$ cat config.mk
export PLATFORM = sky130hd
export DESIGN_NAME = rdm_cfg_regs
export DESIGN_NICKNAME = d
export VERILOG_FILES = /design/src/design/rdm_pkg.sv /design/src/design/rdm_cfg_regs.sv
export SDC_FILE = /design/constraint.sdc
export NUM_CORES = 1
export LEC_CHECK = 0
export ABC_CLOCK_PERIOD_IN_PS = 3230
export BUFFER_PORTS_ARGS = -buffer_cell sky130_fd_sc_hd__buf_2
export CORE_ASPECT_RATIO = 0.9
export CORE_MARGIN = 2
export CORE_UTILIZATION = 40
export DETAILED_ROUTE_END_ITERATION = 10
export PLACE_DENSITY = 0.66
export SLEW_MARGIN = 20
export SYNTH_ARGS = -nofsm -noshare
export SYNTH_HDL_FRONTEND = slang
export SYNTH_SLANG_ARGS = --single-unit
$ cat constraint.sdc
create_clock -name i_clk -period 3.23 [get_ports i_clk]
set_input_delay 0.1615 -clock i_clk [delete_from_list [all_inputs] [get_ports i_clk]]
set_output_delay 0.1615 -clock i_clk [all_outputs]
set_load 0.05 [all_outputs]
$ cat src/design/rdm_pkg.sv
// Shared types and constants of the radial distortion mapper.
package rdm_pkg;

    // Field widths.
    localparam int COORD_W    = 20;
    localparam int SCALE_W    = 18;
    localparam int COEF_W     = 32;
    localparam int INV_W      = 24;
    localparam int DX_W       = 31;
    localparam int CFG_ADDR_W = 3;
    localparam int CFG_DATA_W = 32;

    // Register indexes of the configuration port.
    localparam logic [CFG_ADDR_W-1:0] REG_CENTER_X    = 3'd0;
    localparam logic [CFG_ADDR_W-1:0] REG_CENTER_Y    = 3'd1;
    localparam logic [CFG_ADDR_W-1:0] REG_SCALE_X     = 3'd2;
    localparam logic [CFG_ADDR_W-1:0] REG_SCALE_Y     = 3'd3;
    localparam logic [CFG_ADDR_W-1:0] REG_COEF_K2     = 3'd4;
    localparam logic [CFG_ADDR_W-1:0] REG_COEF_K4     = 3'd5;
    localparam logic [CFG_ADDR_W-1:0] REG_INV_SCALE_X = 3'd6;
    localparam logic [CFG_ADDR_W-1:0] REG_INV_SCALE_Y = 3'd7;

    // Reset value of the scale registers (1.0 in Q2.16 and Q8.16).
    localparam logic [SCALE_W-1:0] SCALE_ONE     = 18'd65536;
    localparam logic [INV_W-1:0]   INV_SCALE_ONE = 24'd65536;

    // Largest output coordinate.
    localparam logic [COORD_W-1:0] COORD_MAX = 20'hFFFFF;

    // Configuration register set.
    typedef struct packed {
        logic        [COORD_W-1:0] center_x;
        logic        [COORD_W-1:0] center_y;
        logic        [SCALE_W-1:0] scale_x;
        logic        [SCALE_W-1:0] scale_y;
        logic signed [COEF_W-1:0]  coef_k2;
        logic signed [COEF_W-1:0]  coef_k4;
        logic        [INV_W-1:0]   inv_scale_x;
        logic        [INV_W-1:0]   inv_scale_y;
    } t_rdm_cfg;

    // Scaled offsets and correction factor passed to the remap stages.
    typedef struct packed {
        logic signed [DX_W-1:0]   dx;
        logic signed [DX_W-1:0]   dy;
        logic signed [COEF_W-1:0] corr;
        logic                     clip;
    } t_rdm_radius;

endpackage

$ cat src/design/rdm_cfg_regs.sv
// Configuration register file of the radial distortion mapper.
module rdm_cfg_regs import rdm_pkg::*; (
    input  logic                  i_clk,
    input  logic                  i_rst_n,
    input  logic                  i_cfg_we,
    input  logic [CFG_ADDR_W-1:0] i_cfg_addr,
    input  logic [CFG_DATA_W-1:0] i_cfg_wdata,
    output t_rdm_cfg              o_cfg
);

    t_rdm_cfg r_cfg;

    // Each write keeps only the low bits of the register's width.
    always_ff @(posedge i_clk) begin
        if (!i_rst_n) begin
            r_cfg.center_x    <= '0;
            r_cfg.center_y    <= '0;
            r_cfg.scale_x     <= SCALE_ONE;
            r_cfg.scale_y     <= SCALE_ONE;
            r_cfg.coef_k2     <= '0;
            r_cfg.coef_k4     <= '0;
            r_cfg.inv_scale_x <= INV_SCALE_ONE;
            r_cfg.inv_scale_y <= INV_SCALE_ONE;
        end else if (i_cfg_we) begin
            unique case (i_cfg_addr)
                REG_CENTER_X:    r_cfg.center_x    <= i_cfg_wdata[COORD_W-1:0];
                REG_CENTER_Y:    r_cfg.center_y    <= i_cfg_wdata[COORD_W-1:0];
                REG_SCALE_X:     r_cfg.scale_x     <= i_cfg_wdata[SCALE_W-1:0];
                REG_SCALE_Y:     r_cfg.scale_y     <= i_cfg_wdata[SCALE_W-1:0];
                REG_COEF_K2:     r_cfg.coef_k2     <= $signed(i_cfg_wdata[COEF_W-1:0]);
                REG_COEF_K4:     r_cfg.coef_k4     <= $signed(i_cfg_wdata[COEF_W-1:0]);
                REG_INV_SCALE_X: r_cfg.inv_scale_x <= i_cfg_wdata[INV_W-1:0];
                REG_INV_SCALE_Y: r_cfg.inv_scale_y <= i_cfg_wdata[INV_W-1:0];
                default: begin
                end
            endcase
        end
    end

    assign o_cfg = r_cfg;

endmodule

Yosys cells after proc, flatten, opt, wreduce, memory -nomap -nowiden
Cells that the tools add are included.
{ "word_totals": {"wordCells": 24, "rom_bits": 0, "ramBits": 0, "latch_bits": 0, "regBits": 188, "in_bits": 38, "output_inout_bits": 188, "mem_count": 0} }
{ "classes": {"eq_ne": 7, "div_mod_pow": 0, "reduce_logical": 9, "n_mux": 0, "addsub": 0, "n_mul": 0, "bitwise_logic": 0, "n_lt_le_gt_ge": 0, "n_shift": 0} }
{ "ops": {"columns": ["operator", "n"], "rows": [
  ["$reduce_and A2 Y1", 8],
  ["$eq A3 B3 Y1 const B", 4],
  ["$eq A3 B2 Y1 const B", 2],
  ["$eq A3 B1 Y1 const B", 1],
  ["$logic_not A3 Y1", 1]
]} }

Longest topological paths before layout
Gate-level depths: netlist of the first run.
{ "depth": {"depth_word": 2, "ltp_mapped": 5} }

Least setup slack after synthesis of the first run
No wires, ideal clock.
{ "synth_timing": {"path_type": "in2reg", "start": "input i_cfg_addr[0]", "end": "register r_cfg, in the netlist o_cfg[168]", "stages": 5, "arrival_ns": 1.176, "setup_slack_ns": 1.928, "setup_time_ns": 0.126, "required_time_ns": 3.104, "cell_sequence": "buf_2 or4b_1 clkbuf_1 buf_6 mux2i_1"} }
{ "synth_via": {"elab_chain_len": 2} }
{ "synth_lines": {"columns": ["item", "line", "source"], "rows": [
  ["from (decl)", "rdm_cfg_regs.sv:6", "input logic [CFG_ADDR_W-1:0] i_cfg_addr,"],
  ["$logic_not A3 Y1", "rdm_cfg_regs.sv:25", "unique case (i_cfg_addr)"],
  ["$reduce_and A2 Y1 (no line)", null, null],
  ["to (decl)", "rdm_cfg_regs.sv:11", "t_rdm_cfg r_cfg;"]
]} }
No other way between the ends.
A chain may end at the register's enable or synchronous reset.

Final worst setup path of the first run
{ "layout_timing": {"start": "input i_cfg_addr[2]", "end": "register r_cfg, in the netlist o_cfg[137]"} }
{ "layout_via": {"elab_chain_len": 2} }
{ "layout_lines": {"columns": ["item", "line"], "rows": [
  ["$eq A3 B2 Y1", "rdm_cfg_regs.sv:25"],
  ["$reduce_and A2 Y1 (no line)", null]
]} }
No other way between the ends.

==> results of run 1 <==
## power by group through the flow
| stage | Combinational, mW | Clock (mW) | Sequential, mW |
|---|---|---|---|
| after floorplan | 0.158 | 0 | 2.62 |
| after global routing | 0.501 | 2.42 | 2.40 |
| after detailed placement | 0.470 | 0 | 2.45 |
| after CTS | 0.476 | 2.33 | 2.39 |
| after global placement | 0.469 | 0 | 2.44 |
| final | 0.473 | 2.27 | 2.39 |
## layer usage
metal	GRT usage, %	part of all wire (%)	vias to the layer above
li1	-	-	2592
met1	26.90	47	2435
met2	31.01	45	156
met3	6.034	6.8	14
met4	5.824	1.1	0
met5	0	0	-
## critical path: cells and delay by family
kind,cells,cell delay (ps)
mux,1,400
simple gates,1,850
buf+inv,1,150
## final timing paths
path                                      start    endpoint  slack [ps]  cells past startpoint
worst min-delay path            i_cfg_wdata[26]   o_cfg[74]          20                      3
worst max register to register        o_cfg[98]   o_cfg[98]        2580                      2
worst min register to register       o_cfg[115]  o_cfg[115]         450                      2
worst max-delay path              i_cfg_addr[2]  o_cfg[137]        1970                      3
## what timing repair did
item,4_1_cts,5_1_grt
endpoints found under the hold margin,8,0
hold buffers,5,0
setup endpoints to repair,0,0
## final cells by class
type / instances / area (µm²) / area share (%)
multi-input combinational: 417 / 2833 / 32.19
clock buffer: 21 / 470.5 / 5.345
timing repair buffer: 243 / 1292 / 14.69
tap: 211 / 264.0 / 3.000
sequential: 188 / 3764 / 42.76
clock inverter: 11 / 177.7 / 2.019
## through the flow
stage,power (mW),hold WS [ps]
after floorplan,2.781,323.0
after global placement,2.913,438.6
after detailed placement,2.916,444.3
after CTS,5.199,1.186
after global routing,5.317,21.76
final,5.133,18.77
## cells in the final DEF, fill, tap and decap left out, types with 2 or more instances in the layout
cell type,synthesis,final
buf_2,14,224
buf_4,4,12
bufinv_16,0,4
clkbuf_16,0,17
clkbuf_8,0,3
clkinv_4,0,2
dfxtp_1,188,188
dlygate4sd3_1,0,5
inv_6,0,4
mux2i_1,188,188
nand2_1,216,216
nand4b_1,3,3
nor2b_1,5,5
nor4bb_4,0,2
## cell families (layout without fill, tap and decap cells)
family / count (synthesis) / count (layout) / synth area share [%]
muxes: 188 / 188 / 27.70
DFF: 188 / 188 / 55.41
buffers and inverters: 49 / 275 / 3.408
and+or+nand+nor: 229 / 229 / 13.48
==> impl_metrics.env, run 1 <==
export IMPL_drtAntennaViolNets=0
export IMPL_startpoint_type="input pin"
export IMPL_cp_arrival_ps=1590
export IMPL_antenna_found_initial=0
export IMPL_syn_nets=692
export IMPL_cts_clk_slew_worst_paths_ps=70
export IMPL_hpwl_um=12030
export IMPL_min_path_type="in2reg"
export IMPL_track_usage_pct=19.94
export IMPL_pwr_share_seq_pct=46.6
export IMPL_initial_utilization_pct=40.62
export IMPL_n_fill_cell=1516
export IMPL_dieArea_mm2=0.01804
export IMPL_drc=0
export IMPL_first_pass_iters=4
export IMPL_clkLatencyLatePin_ps=420
export IMPL_cts_tree="built"
export IMPL_worstMarginPinSlew_ps=905.3
export IMPL_synth_cells=654
export IMPL_synth_cell_area_mm2=0.006793
export IMPL_path_cells="buf_2, nand4bb_2, mux2i_1"
export IMPL_outcome="finished clean"
export IMPL_nets=905
export IMPL_fin_util_pct=52.63
export IMPL_yosysMostFrequentCell="nand2_1"
export IMPL_grt_max_degree=94
export IMPL_ys_seq_area_share_pct=55.41
export IMPL_p_switching_mw=1.272
export IMPL_setup_viol=0
export IMPL_antenna_cells=0
export IMPL_fmax_ghz=0.7918
export IMPL_rsz0062_at_grt="no"
export IMPL_cts_htree_levels=4
export IMPL_synth_area_leaders="dfxtp_1, mux2i_1, nand2_1"
export IMPL_max_stage_delay_ps=850
export IMPL_vias_per_cell=4.764
export IMPL_hold_viol=0
export IMPL_grt_overflow=0
export IMPL_largest_reg_flops=188
export IMPL_crit_path_top_delay_cell="nand4bb_2"
export IMPL_swShare_pct=24.78
export IMPL_synth_top_area_share_pct=55.41
export IMPL_fp_row_count=45
export IMPL_layout_drive_gt1_share_pct=30.91
export IMPL_cts_sinks=188
export IMPL_die_x_um=141.4
export IMPL_p_leak_nw=4.757
export IMPL_pre_cts_ws_ps=1544
export IMPL_numPortBuffers=225
export IMPL_core_mm2=0.01672
export IMPL_post_cts_setup_buffer_count=0
export IMPL_fin_skew_ps=0
export IMPL_synth_avg_cell_area_um2=10.39
export IMPL_async_reset_ff_share_pct=0
export IMPL_routed_wl_um=18050
export IMPL_cts_resized=0
export IMPL_area_growth_pct=29.56
export IMPL_placed_cell_area_mm2=0.008103
export IMPL_pwr_share_comb_pct=9.2
export IMPL_dr_first_iter_drc_count=200
export IMPL_clkPwrFrac_pct=44.2
export IMPL_slew_viol_final=0
export IMPL_critPathKind="in2reg"
export IMPL_die_h_um=127.6
export IMPL_slew_headroom_pct=39.61
export IMPL_p_per_area_mw_per_mm2=583.2
export IMPL_yosys_warnings=0
export IMPL_synth_ff_type="dfxtp_1"
export IMPL_stdcell_count=1091
export IMPL_dp_cells=1054
export IMPL_cts_made_buffers=17
export IMPL_worst_ep_required_time_ps=3560
export IMPL_vdd_drop_max_uv=319.7
export IMPL_max_cap_violations=0
export IMPL_cp_max_fo=18
export IMPL_synth_common_cells="nand2_1, dfxtp_1, mux2i_1, clkbuf_1, buf_2"
export IMPL_grt_pass1_wl_um=28030
export IMPL_cts_root_buf="clkbuf_16"
export IMPL_setup_ws_ps=1967
export IMPL_final_design_area_no_fill_mm2=0.008801
export IMPL_clockBufferDepth=2
export IMPL_wl_per_cell_um=16.55
export IMPL_synth_seq_cells=188
export IMPL_synth_edf_count=0
export IMPL_num_vias=5197
export IMPL_intPower_mw=3.861
export IMPL_ioPinCount=226
export IMPL_min_period_over_period_pct=39.10
export IMPL_yosysTopAreaCell="dfxtp_1"
export IMPL_tns_ps=0
export IMPL_grt_pass1_vias=4991
export IMPL_place_congestion=0.7541
export IMPL_fin_crit_ps=1263
export IMPL_ys_types=13
export IMPL_cp_end_kind="register"
Note: power is estimated with default switching activity, not from simulation.
==> inputs of run 2 (changes only) <==
--- a/config.mk
+++ b/config.mk
@@ -5,7 +5,7 @@
 export SDC_FILE = /design/constraint.sdc
 export NUM_CORES = 1
 export LEC_CHECK = 0
-export ABC_CLOCK_PERIOD_IN_PS = 3230
+export ABC_CLOCK_PERIOD_IN_PS = 1250
 export BUFFER_PORTS_ARGS = -buffer_cell sky130_fd_sc_hd__buf_2
 export CORE_ASPECT_RATIO = 0.9
 export CORE_MARGIN = 2
==> constraint.sdc (replaced) <==
create_clock -name i_clk -period 1.25 [get_ports i_clk]
set_input_delay 0.0625 -clock i_clk [delete_from_list [all_inputs] [get_ports i_clk]]
set_output_delay 0.0625 -clock i_clk [all_outputs]
set_load 0.05 [all_outputs]
==> impl_metrics.env, run 2 (synthesis results as in run 1) <==
export IMPL_track_usage_pct=20.20
export IMPL_cp_end_kind="register"
export IMPL_drc=0
export IMPL_hpwl_um=12650
export IMPL_nets=936
export IMPL_worstMarginPinSlew_ps=398.4
export IMPL_grt_overflow=0
export IMPL_worst_hold_path_endpoint="o_cfg[66]"
export IMPL_fp_row_count=45
export IMPL_initial_utilization_pct=40.62
export IMPL_ioPinCount=226
export IMPL_numPortBuffers=225
export IMPL_cts_tree="built"
export IMPL_clockBufferDepth=2
export IMPL_slew_headroom_pct=73.38
export IMPL_vdd_drop_max_uv=880.5
export IMPL_dr_first_iter_drc_count=202
export IMPL_rsz0062_at_grt="yes"
export IMPL_cts_root_buf="clkbuf_16"
export IMPL_place_congestion=0.7677
export IMPL_die_x_um=141.4
export IMPL_num_vias=5341
export IMPL_cts_sinks=188
export IMPL_startpoint_type="input pin"
export IMPL_wl_per_cell_um=16.19
export IMPL_cts_made_buffers=17
export IMPL_final_design_area_no_fill_mm2=0.009091
export IMPL_r2r_end="o_cfg[60]"
export IMPL_layout_commonest_cell="buf_2"
export IMPL_critPathKind="in2reg"
export IMPL_hold_viol=0
export IMPL_min_period_over_period_pct=95.24
export IMPL_layout_drive_gt1_share_pct=32.27
export IMPL_path_cells="dlygate4sd3_1, buf_6, buf_12, nand2_1, mux2i_1"
export IMPL_holdCritStartpoint="i_cfg_wdata[18]"
export IMPL_vias_per_cell=4.760
export IMPL_timing_rr_start="o_cfg[60]"
export IMPL_max_stage_delay_ps=540
export IMPL_grt_pass1_wl_um=28140
export IMPL_crit_path_top_delay_cell="dlygate4sd3_1"
export IMPL_rr_worst_depth=2
export IMPL_largest_reg_flops=188
export IMPL_slew_viol_final=0
export IMPL_grt_max_degree=46
export IMPL_dieArea_mm2=0.01804
export IMPL_max_cap_violations=0
export IMPL_core_mm2=0.01672
export IMPL_fin_crit_ps=1190
export IMPL_r2r_slack_ps=630
export IMPL_antenna_cells=0
export IMPL_hold_depth=3
export IMPL_placed_cell_area_mm2=0.008330
export IMPL_outcome="finished clean"
export IMPL_first_pass_iters=4
export IMPL_final_cell_mix="buf_2, nand2_1, mux2i_1, dfxtp_1, buf_4"
export IMPL_area_growth_pct=33.84
export IMPL_cp_max_fo=23
export IMPL_drtAntennaViolNets=0
export IMPL_cp_arrival_ps=1540
export IMPL_worst_ep_required_time_ps=1600
export IMPL_min_path_type="in2reg"
export IMPL_fin_skew_ps=0
export IMPL_die_h_um=127.6
export IMPL_p_leak_nw=4.903
export IMPL_cts_htree_levels=4
export IMPL_antenna_found_initial=0
export IMPL_fmax_ghz=0.8400
export IMPL_p_per_area_mw_per_mm2=1442
export IMPL_setup_viol=0
export IMPL_grt_pass1_vias=5183
export IMPL_routed_wl_um=18160
export IMPL_fin_total_pwr_mw=13.11
export IMPL_clkLatencyLatePin_ps=420
export IMPL_cts_clk_slew_worst_paths_ps=70
## run 2: changes by cell type in the layout (fill, tap and decap cells not counted)
cell / before / now
buf_4: 12 / 28
clkbuf_8: 3 / 2
clkinvlp_4: 0 / 4
dlygate4sd3_1: 5 / 14
buf_6: 1 / 2
clkinv_4: 2 / 1
bufinv_16: 4 / 3
inv_6: 4 / 3
buf_12: 1 / 6
## run 2: how the worst max path moves through the flow
stage	startpoint	endpoint	slack, ps	depth (start not counted)
after CTS	i_rst_n	o_cfg[55]	70	5
after global placement	i_cfg_addr[0]	o_cfg[88]	-3	5
after floorplan	i_cfg_addr[0]	o_cfg[168]	50	5
final	i_rst_n	o_cfg[172]	60	5
after detailed placement	i_cfg_addr[0]	o_cfg[81]	-30	5
after global routing	i_rst_n	o_cfg[76]	-20	6
## run 2: critical path, delay by kind of cell
family,cells,cell delay (ps)
multiplexers,1,230
buffers and inverters,3,960
AND/OR/NAND/NOR,1,270
## run 2: area by class of cell
cell class                 instances  area [µm²]
timing repair buffer             274        1614
tap                              211       264.0
clock inverter                    12       160.2
clock buffer                      20       456.7
sequential                       188        3764
fill                            1485        7631
multi-input combinational        417        2833
## run 2: repair_timing
item | CTS | global route
endpoints found under the setup margin | 0 | 25
gates resized for setup | 0 | 1
hold buffers | 14 | 0
buffers inserted | 0 | 0
endpoints found under the hold margin | 42 | 0
## run 2: layer usage
metal / vias to the layer above / track usage [%] / share of wire, %
li1: 2651 / - / -
met1: 2516 / 26.44 / 47
met2: 158 / 32.18 / 45
met3: 16 / 6.484 / 6.7
met4: 0 / 5.765 / 1.1
met5: - / 0 / 0
## run 2: through the flow
step	TNS, ps	util (%)	hold WS [ps]	instances	worst slack (ps)
floorplan	0	-	224.0	654	47.22
global placement	-6.475	49.82	348.1	1076	-3.366
detailed placement	-262.1	49.82	345.1	1076	-30.42
CTS	0	54.34	44.82	1122	65.27
global route	-135.8	54.37	55.89	1122	-21.79
finish	0	54.37	65.73	1122	59.53
## run 2: report_power, final
group / total, mW / switching [mW] / internal [mW] / leakage [nW]
Sequential: 6.19 / 0.0646 / 6.12 / 1.52
Clock: 5.62 / 2.34 / 3.27 / 0.290
Combinational: 1.31 / 0.924 / 0.382 / 3.09
